File: src/rtl/core/mbl_pkg.sv
// Shared constants for the multichannel biquad low-pass filter.
// Field widths, coefficient reset values, register indexes and a width helper.
// No dependencies.
package mbl_pkg;

   localparam int NUM_CHANNELS_DEF   = 6;
   localparam int SAMPLE_BITS_DEF    = 12;
   localparam int COEF_FRAC_BITS_DEF = 28;
   localparam int HIST_FRAC_BITS_DEF = 24;

   localparam int CHAN_BITS      = 3;
   localparam int COEF_BITS      = 32;
   localparam int HIST_BITS      = 42;
   localparam int FILT_BITS      = 16;
   localparam int CSR_INDEX_BITS = 3;

   localparam logic [FILT_BITS-1:0] FILT_MAX = 16'hFFFF;

   // Coefficient register indexes
   localparam logic [CSR_INDEX_BITS-1:0] CSR_COEF_B0 = 3'd0;
   localparam logic [CSR_INDEX_BITS-1:0] CSR_COEF_B1 = 3'd1;
   localparam logic [CSR_INDEX_BITS-1:0] CSR_COEF_B2 = 3'd2;
   localparam logic [CSR_INDEX_BITS-1:0] CSR_COEF_A1 = 3'd3;
   localparam logic [CSR_INDEX_BITS-1:0] CSR_COEF_A2 = 3'd4;

   // Reset coefficients, signed Q3.28
   localparam logic signed [COEF_BITS-1:0] COEF_B0_RESET = 32'sd40265;
   localparam logic signed [COEF_BITS-1:0] COEF_B1_RESET = 32'sd80531;
   localparam logic signed [COEF_BITS-1:0] COEF_B2_RESET = 32'sd40265;
   localparam logic signed [COEF_BITS-1:0] COEF_A1_RESET = -32'sd527341453;
   localparam logic signed [COEF_BITS-1:0] COEF_A2_RESET = 32'sd259067059;

   // Address width for a memory of the given depth, at least one bit
   function automatic int addr_bits(input int depth);
      return (depth > 1) ? $clog2(depth) : 1;
   endfunction

endpackage

File: src/rtl/core/mbl_ram.sv
// Generic single-write, single-read RAM with a registered read port.
// Depends on mbl_pkg for the address width helper.
module mbl_ram import mbl_pkg::*; #(
   parameter int WIDTH = 8,
   parameter int DEPTH = 4
) (
   input  logic                          clock,
   input  logic                          wr_en,
   input  logic [addr_bits(DEPTH)-1:0]   wr_addr,
   input  logic [WIDTH-1:0]              wr_data,
   input  logic                          rd_en,
   input  logic [addr_bits(DEPTH)-1:0]   rd_addr,
   output logic [WIDTH-1:0]              rd_data
);

   logic [WIDTH-1:0] mem_ff [DEPTH];
   logic [WIDTH-1:0] rd_data_ff;

   always_ff @(posedge clock) begin
      if (wr_en) begin
         mem_ff[wr_addr] <= wr_data;
      end
      if (rd_en) begin
         rd_data_ff <= mem_ff[rd_addr];
      end
   end

   assign rd_data = rd_data_ff;

endmodule

File: config.mk
export PLATFORM = sky130hd
export DESIGN_NAME = mbl_ram
export DESIGN_NICKNAME = d
export VERILOG_FILES = /design/src/rtl/core/mbl_pkg.sv /design/src/rtl/core/mbl_ram.sv
export SDC_FILE = /design/constraint.sdc
export NUM_CORES = 1
export LEC_CHECK = 0
export BUFFER_PORTS_ARGS = -buffer_cell sky130_fd_sc_hd__buf_2
export CAP_MARGIN = 20
export CORE_MARGIN = 3
export CORE_UTILIZATION = 48
export CTS_CLUSTER_SIZE = 10
export DETAILED_ROUTE_END_ITERATION = 8
export GPL_TIMING_DRIVEN = 0
export PLACE_DENSITY = 0.72
export SLEW_MARGIN = 30
export SYNTH_ARGS = -nofsm -noshare
export SYNTH_HDL_FRONTEND = slang
export SYNTH_SLANG_ARGS = --single-unit
export TNS_END_PERCENT = 50
File: constraint.sdc
create_clock -name clock -period 1.45 [get_ports clock]
set_clock_uncertainty 0.15 [all_clocks]
set_input_delay 0.2175 -clock clock [delete_from_list [all_inputs] [get_ports clock]]
set_output_delay 0.2175 -clock clock [all_outputs]
set_load 0.01 [all_outputs]
==> results of run 1 <==
[cells by family after synthesis]
kind of cell | after synthesis | synth area share, %
flops | 40 | 84.1
mux | 8 | 12.6
simple gates | 4 | 2.19
buf+inv | 2 | 1.14
[state kept, by name, summed over array words and instances (netlist names)]
signal   cells
rd_data      8
mem_ff      32
[worst paths after layout]
kind                                              from              endpoint  slack (ns)  cells after the start
worst max-delay path            mem_ff[3][2]$_DFFE_PP_  rd_data[2]$_DFFE_PP_        0.19                      1
worst min register to register  mem_ff[3][0]$_DFFE_PP_  rd_data[0]$_DFFE_PP_        0.49                      1
worst min-delay path                             rd_en  rd_data[6]$_DFFE_PP_        0.09                      1
worst max register to register  mem_ff[3][2]$_DFFE_PP_  rd_data[2]$_DFFE_PP_        0.19                      1
[metal layers]
metal  vias to the layer above  GRT usage, %
li1                        305             -
met3                         5          6.38
met2                        23          20.6
met5                         -             0
met4                         0          6.50
met1                       304          15.0
[placed cells by master (no fill, tap or decap)]
cell type,synthesis,final
edfxtp_1,40,40
buf_2,0,20
mux4_2,8,8
dlygate4sd3_1,0,8
clkbuf_4,0,5
and3b_1,2,2
clkinv_2,0,2
buf_6,1,1
clkbuf_2,1,1
nor3b_2,0,1
and3_1,1,1
clkinv_1,0,1
[layout make-up]
cell class,instances,area (µm²),share of cell area (%)
tap,31,38.8,2.28
clock inverter,3,13.8,0.808
sequential,40,1200,70.5
multi-input combinational,12,216,12.7
timing repair buffer,28,180,10.6
buffer,2,16.3,0.954
clock buffer,5,37.5,2.20
[power groups by stage]
| stage | Clock [mW] | Sequential, mW | Combinational [mW] |
|---|---|---|---|
| after floorplan | 0 | 1.39 | 0.0596 |
| after global placement | 0 | 1.38 | 0.124 |
| after detailed placement | 0 | 1.38 | 0.128 |
| after CTS | 0.524 | 1.36 | 0.145 |
| after global routing | 0.586 | 1.36 | 0.156 |
| final | 0.498 | 1.35 | 0.142 |
==> flow_summary.ini, run 1 <==
[power]
p_int_mw = 1.60
power.switching_uw = 398
p_clk_share_pct = 25.0
leakagePower_nw = 0.601
power_density_nw_per_um2 = 1170
p_seq_share_pct = 67.9
sw_frac_of_total_pct = 20.0
irDropWorstVdd_mv = 0.758
totalPowerFinal_mw = 1.99
power_frac_comb_pct = 7.1

[clock_network]
post_cts.repair.setup_buffers = 0
clock-root-buffer = clkbuf_4
postCtsHoldBufs = 8
cts-resized-gates = 0
cts_max_level = 2
numClockSinks = 40
clock_latency_ns = 0.33
cts_buffer_depth = 2
numCtsBuffers = 5
clkTransAtPathRegs_ns = 0.10
cts_tree = built

[setup_path]
path_class = reg -> reg
critPathBufInv = 0
start_kind = flip-flop
crit_fanout = 1
cpMaxStageDelayCell = mux4_2
cpPeakStageDelay_ns = 0.48
cp.arrival_ns = 1.19
cp.required_ns = 1.38
endpoint_kind = flip-flop
cp_cell_sequence = mux4_2
crit_family = multiplexers

[final_layout]
utilization_pct = 60.7
fin_area_um2 = 1700
drive_gt1_share_pct = 42.2
final.fill_count = 202
antennaDiodeCount = 0
nets = 104
fin_cells = 121
area_delta_synth_final_pct = 19.3

[drt]
ant_nets = 0
wl_met1_um = 755
met2_length_um = 1050
wl_um = 1960
dr.pass1.iters = 4
wl_per_cell_um = 16.2
num_vias = 637
drc = 0
wl_met3_um = 118
highest_layer = met4
drtIter0Drc = 22
viasPerCell = 5.26

[run]
cap_violations = 0

[yosys]
async_flop_share_pct = 0
synth_area_leaders = edfxtp_1, mux4_2, and3b_1, buf_6, nor3b_1
synth-seq-cells = 40
synth_top_area_share_pct = 84.1
synth_edf_count = 40
yosysWarnings = 0
yosysUniqueCellTypes = 7
seq_area_frac_synth_pct = 84.1
syn-num-nets = 69
syn_area_um2 = 1430
synth.avg_cell_area_um2 = 26.5
ys_top_cells_by_count = edfxtp_1, mux4_2, and3b_1
netlist_instances = 54
synth_top_cell_by_area = edfxtp_1
ys.flop_type = edfxtp_1
yosysMostFrequentCell = edfxtp_1

[timing]
finalHoldViolations = 0
hold_ws_ns = 0.0879
period_needed_ns = 1.26
rsz0062_at_grt = no
period_share_pct = 86.9
finalSetupTns_ns = 0
tightest_slew_ns = 0.718
setup_ws_ns = 0.189
fmax_mhz = 793
setup_viol = 0
slew_headroom_pct = 51.9
drv_slew = 0

[worst_hold_path]
holdCritPathClass = in -> reg

[global_routing]
grt_pass1_wl_um = 3060
grt_max_degree = 13
overflow = 0
antenna_found_initial = 0
grt_pass1_vias = 626
gr-usage-all-layers_pct = 13.1

[die]
die_h_um = 60.6
floorplan.initialDensity_pct = 50.9
num_rows = 19
ioPinCount = 23
die_w_um = 60.6
coreArea_um2 = 2810
die_area_um2 = 3670

[placement]
port_buffers = 20
dp_slack_ns = -0.0474
gp_congestion = 0.676
dpl_cell_area_um2 = 1570
dpl.cell_count = 105

[status]
status = finished clean
(Power assumes the default switching activity.)
==> inputs of run 2 (changes only) <==
--- a/config.mk
+++ b/config.mk
@@ -12,6 +12,7 @@
 export CTS_CLUSTER_SIZE = 10
 export DETAILED_ROUTE_END_ITERATION = 8
 export GPL_TIMING_DRIVEN = 0
+export MAX_ROUTING_LAYER = met4
 export PLACE_DENSITY = 0.72
 export SLEW_MARGIN = 30
 export SYNTH_ARGS = -nofsm -noshare
==> run 2 against run 1 <==
Final area did not move; count of clock-buffer cells in the layout did not move; non-clock buffer count did not move; via count fell by 0.16%; power barely moved; critical path depth did not move; core utilization did not move; global-route usage rose by 0.43 points; setup slack improved by 0.00058 ns.
==> flow_summary.ini, run 2 (synthesis gave the netlist of run 1 again) <==
[status]
status = finished clean

[placement]
port_buffers = 20
gp_congestion = 0.683
dpl_cell_area_um2 = 1570
dp_slack_ns = -0.0474

[run]
cap_violations = 0

[timing]
tightest_slew_ns = 0.718
period_needed_ns = 1.26
setup_viol = 0
period_share_pct = 86.9
rsz0062_at_grt = no
fmax_mhz = 794
setup_ws_ns = 0.190
drv_slew = 0
finalHoldViolations = 0
slew_headroom_pct = 51.9

[setup_path]
crit_start = mem_ff[3][2]$_DFFE_PP_
cp.arrival_ns = 1.19
cpMaxStageDelayCell = mux4_2
cpPeakStageDelay_ns = 0.48
rr_startpoint = mem_ff[3][2]$_DFFE_PP_
path_class = reg -> reg
endpoint_kind = flip-flop
start_kind = flip-flop
critPathBufInv = 0
cp.required_ns = 1.38
crit_family = multiplexers
crit_fanout = 1
cp_cell_sequence = mux4_2

[power]
power.switching_uw = 397
irDropWorstVdd_mv = 0.758
power_density_nw_per_um2 = 1170
p_int_mw = 1.60
sw_frac_of_total_pct = 19.9
p_seq_share_pct = 67.9
p_clk_share_pct = 24.9
power_frac_comb_pct = 7.1
leakagePower_nw = 0.601

[clock_network]
numClockSinks = 40
cts_tree = built
numCtsBuffers = 5
clock-root-buffer = clkbuf_4
clkTransAtPathRegs_ns = 0.10
cts_max_level = 2
cts_buffer_depth = 2
clock_latency_ns = 0.33
post_cts.repair.setup_buffers = 0

[final_layout]
multi_input_comb_area_um2 = 216
final_cell_mix = edfxtp_1, buf_2, mux4_2, dlygate4sd3_1, clkbuf_4
register_area_um2 = 1200
antennaDiodeCount = 0
final.fill_count = 202
final_common_cell = edfxtp_1
largest_reg_flops = 32
utilization_pct = 60.7
fin_area_um2 = 1700
largest_register = mem_ff
nets = 104
drive_gt1_share_pct = 42.2
area_delta_synth_final_pct = 19.3

[drt]
drtIter0Drc = 23
viasPerCell = 5.26
wl_per_cell_um = 16.2
num_vias = 636
ant_nets = 0
wl_um = 1960
dr.pass1.iters = 4
drc = 0

[global_routing]
grt_pass1_wl_um = 3060
grt_max_degree = 13
gr-usage-all-layers_pct = 13.5
grt_pass1_vias = 626
antenna_found_initial = 0
overflow = 0

[worst_hold_path]
hp-start = rd_en
holdCritPathClass = in -> reg

[die]
die_w_um = 60.6
coreArea_um2 = 2810
ioPinCount = 23
num_rows = 19
floorplan.initialDensity_pct = 50.9
die_area_um2 = 3670
die_h_um = 60.6
## run 2: cell counts in the layout (fill, tap and decap cells not counted)
No cell type changed its count.
## run 2: worst paths after layout
check	end	slack, ns	depth (start not counted)
setup / recovery	rd_data[2]$_DFFE_PP_	0.19	1
hold / removal	rd_data[6]$_DFFE_PP_	0.09	1
setup reg to reg	rd_data[2]$_DFFE_PP_	0.19	1
hold reg to reg	rd_data[0]$_DFFE_PP_	0.49	1
## run 2: power groups by stage
stage | Combinational [mW] | Sequential (mW) | Clock [mW]
5_1_grt | 0.156 | 1.36 | 0.586
2_1_floorplan | 0.0596 | 1.39 | 0
3_3_place_gp | 0.124 | 1.38 | 0
4_1_cts | 0.145 | 1.36 | 0.524
3_5_place_dp | 0.128 | 1.38 | 0
6_report | 0.142 | 1.35 | 0.497
## run 2: per-layer routing
metal / GRT usage [%] / vias up / wire length, µm
met2: 20.6 / 23 / 1040
met4: 6.50 / 0 / 39
li1: - / 305 / -
met5: - / - / 0
met3: 6.38 / 5 / 118
met1: 15.0 / 303 / 761
## run 2: timing repair
| item | CTS | global route |
|---|---|---|
| hold buffers | 8 | 0 |
| resized for setup | 0 | 0 |
| hold endpoints to repair | 32 | 0 |
| setup endpoints to repair | 0 | 0 |
## run 2: final cells by class
| type | count | share of cell area, % |
|---|---|---|
| flip-flops and latches | 40 | 70.5 |
| multi-input cells | 12 | 12.7 |
| plain buffers | 2 | 0.954 |
| repair buffers | 28 | 10.6 |
| clock inverters | 3 | 0.808 |
| clock buffers | 5 | 2.20 |
| well taps | 31 | 2.28 |
## run 2: per-stage QoR
step	TNS [ns]	hold slack, ns	power [mW]	std cells
floorplan	0	0.166	1.45	54
global placement	-4.17	0.275	1.50	105
detailed placement	-0.377	0.284	1.51	105
CTS	0	0.0842	2.02	121
global route	0	0.0628	2.10	121
finish	0	0.0893	1.99	121
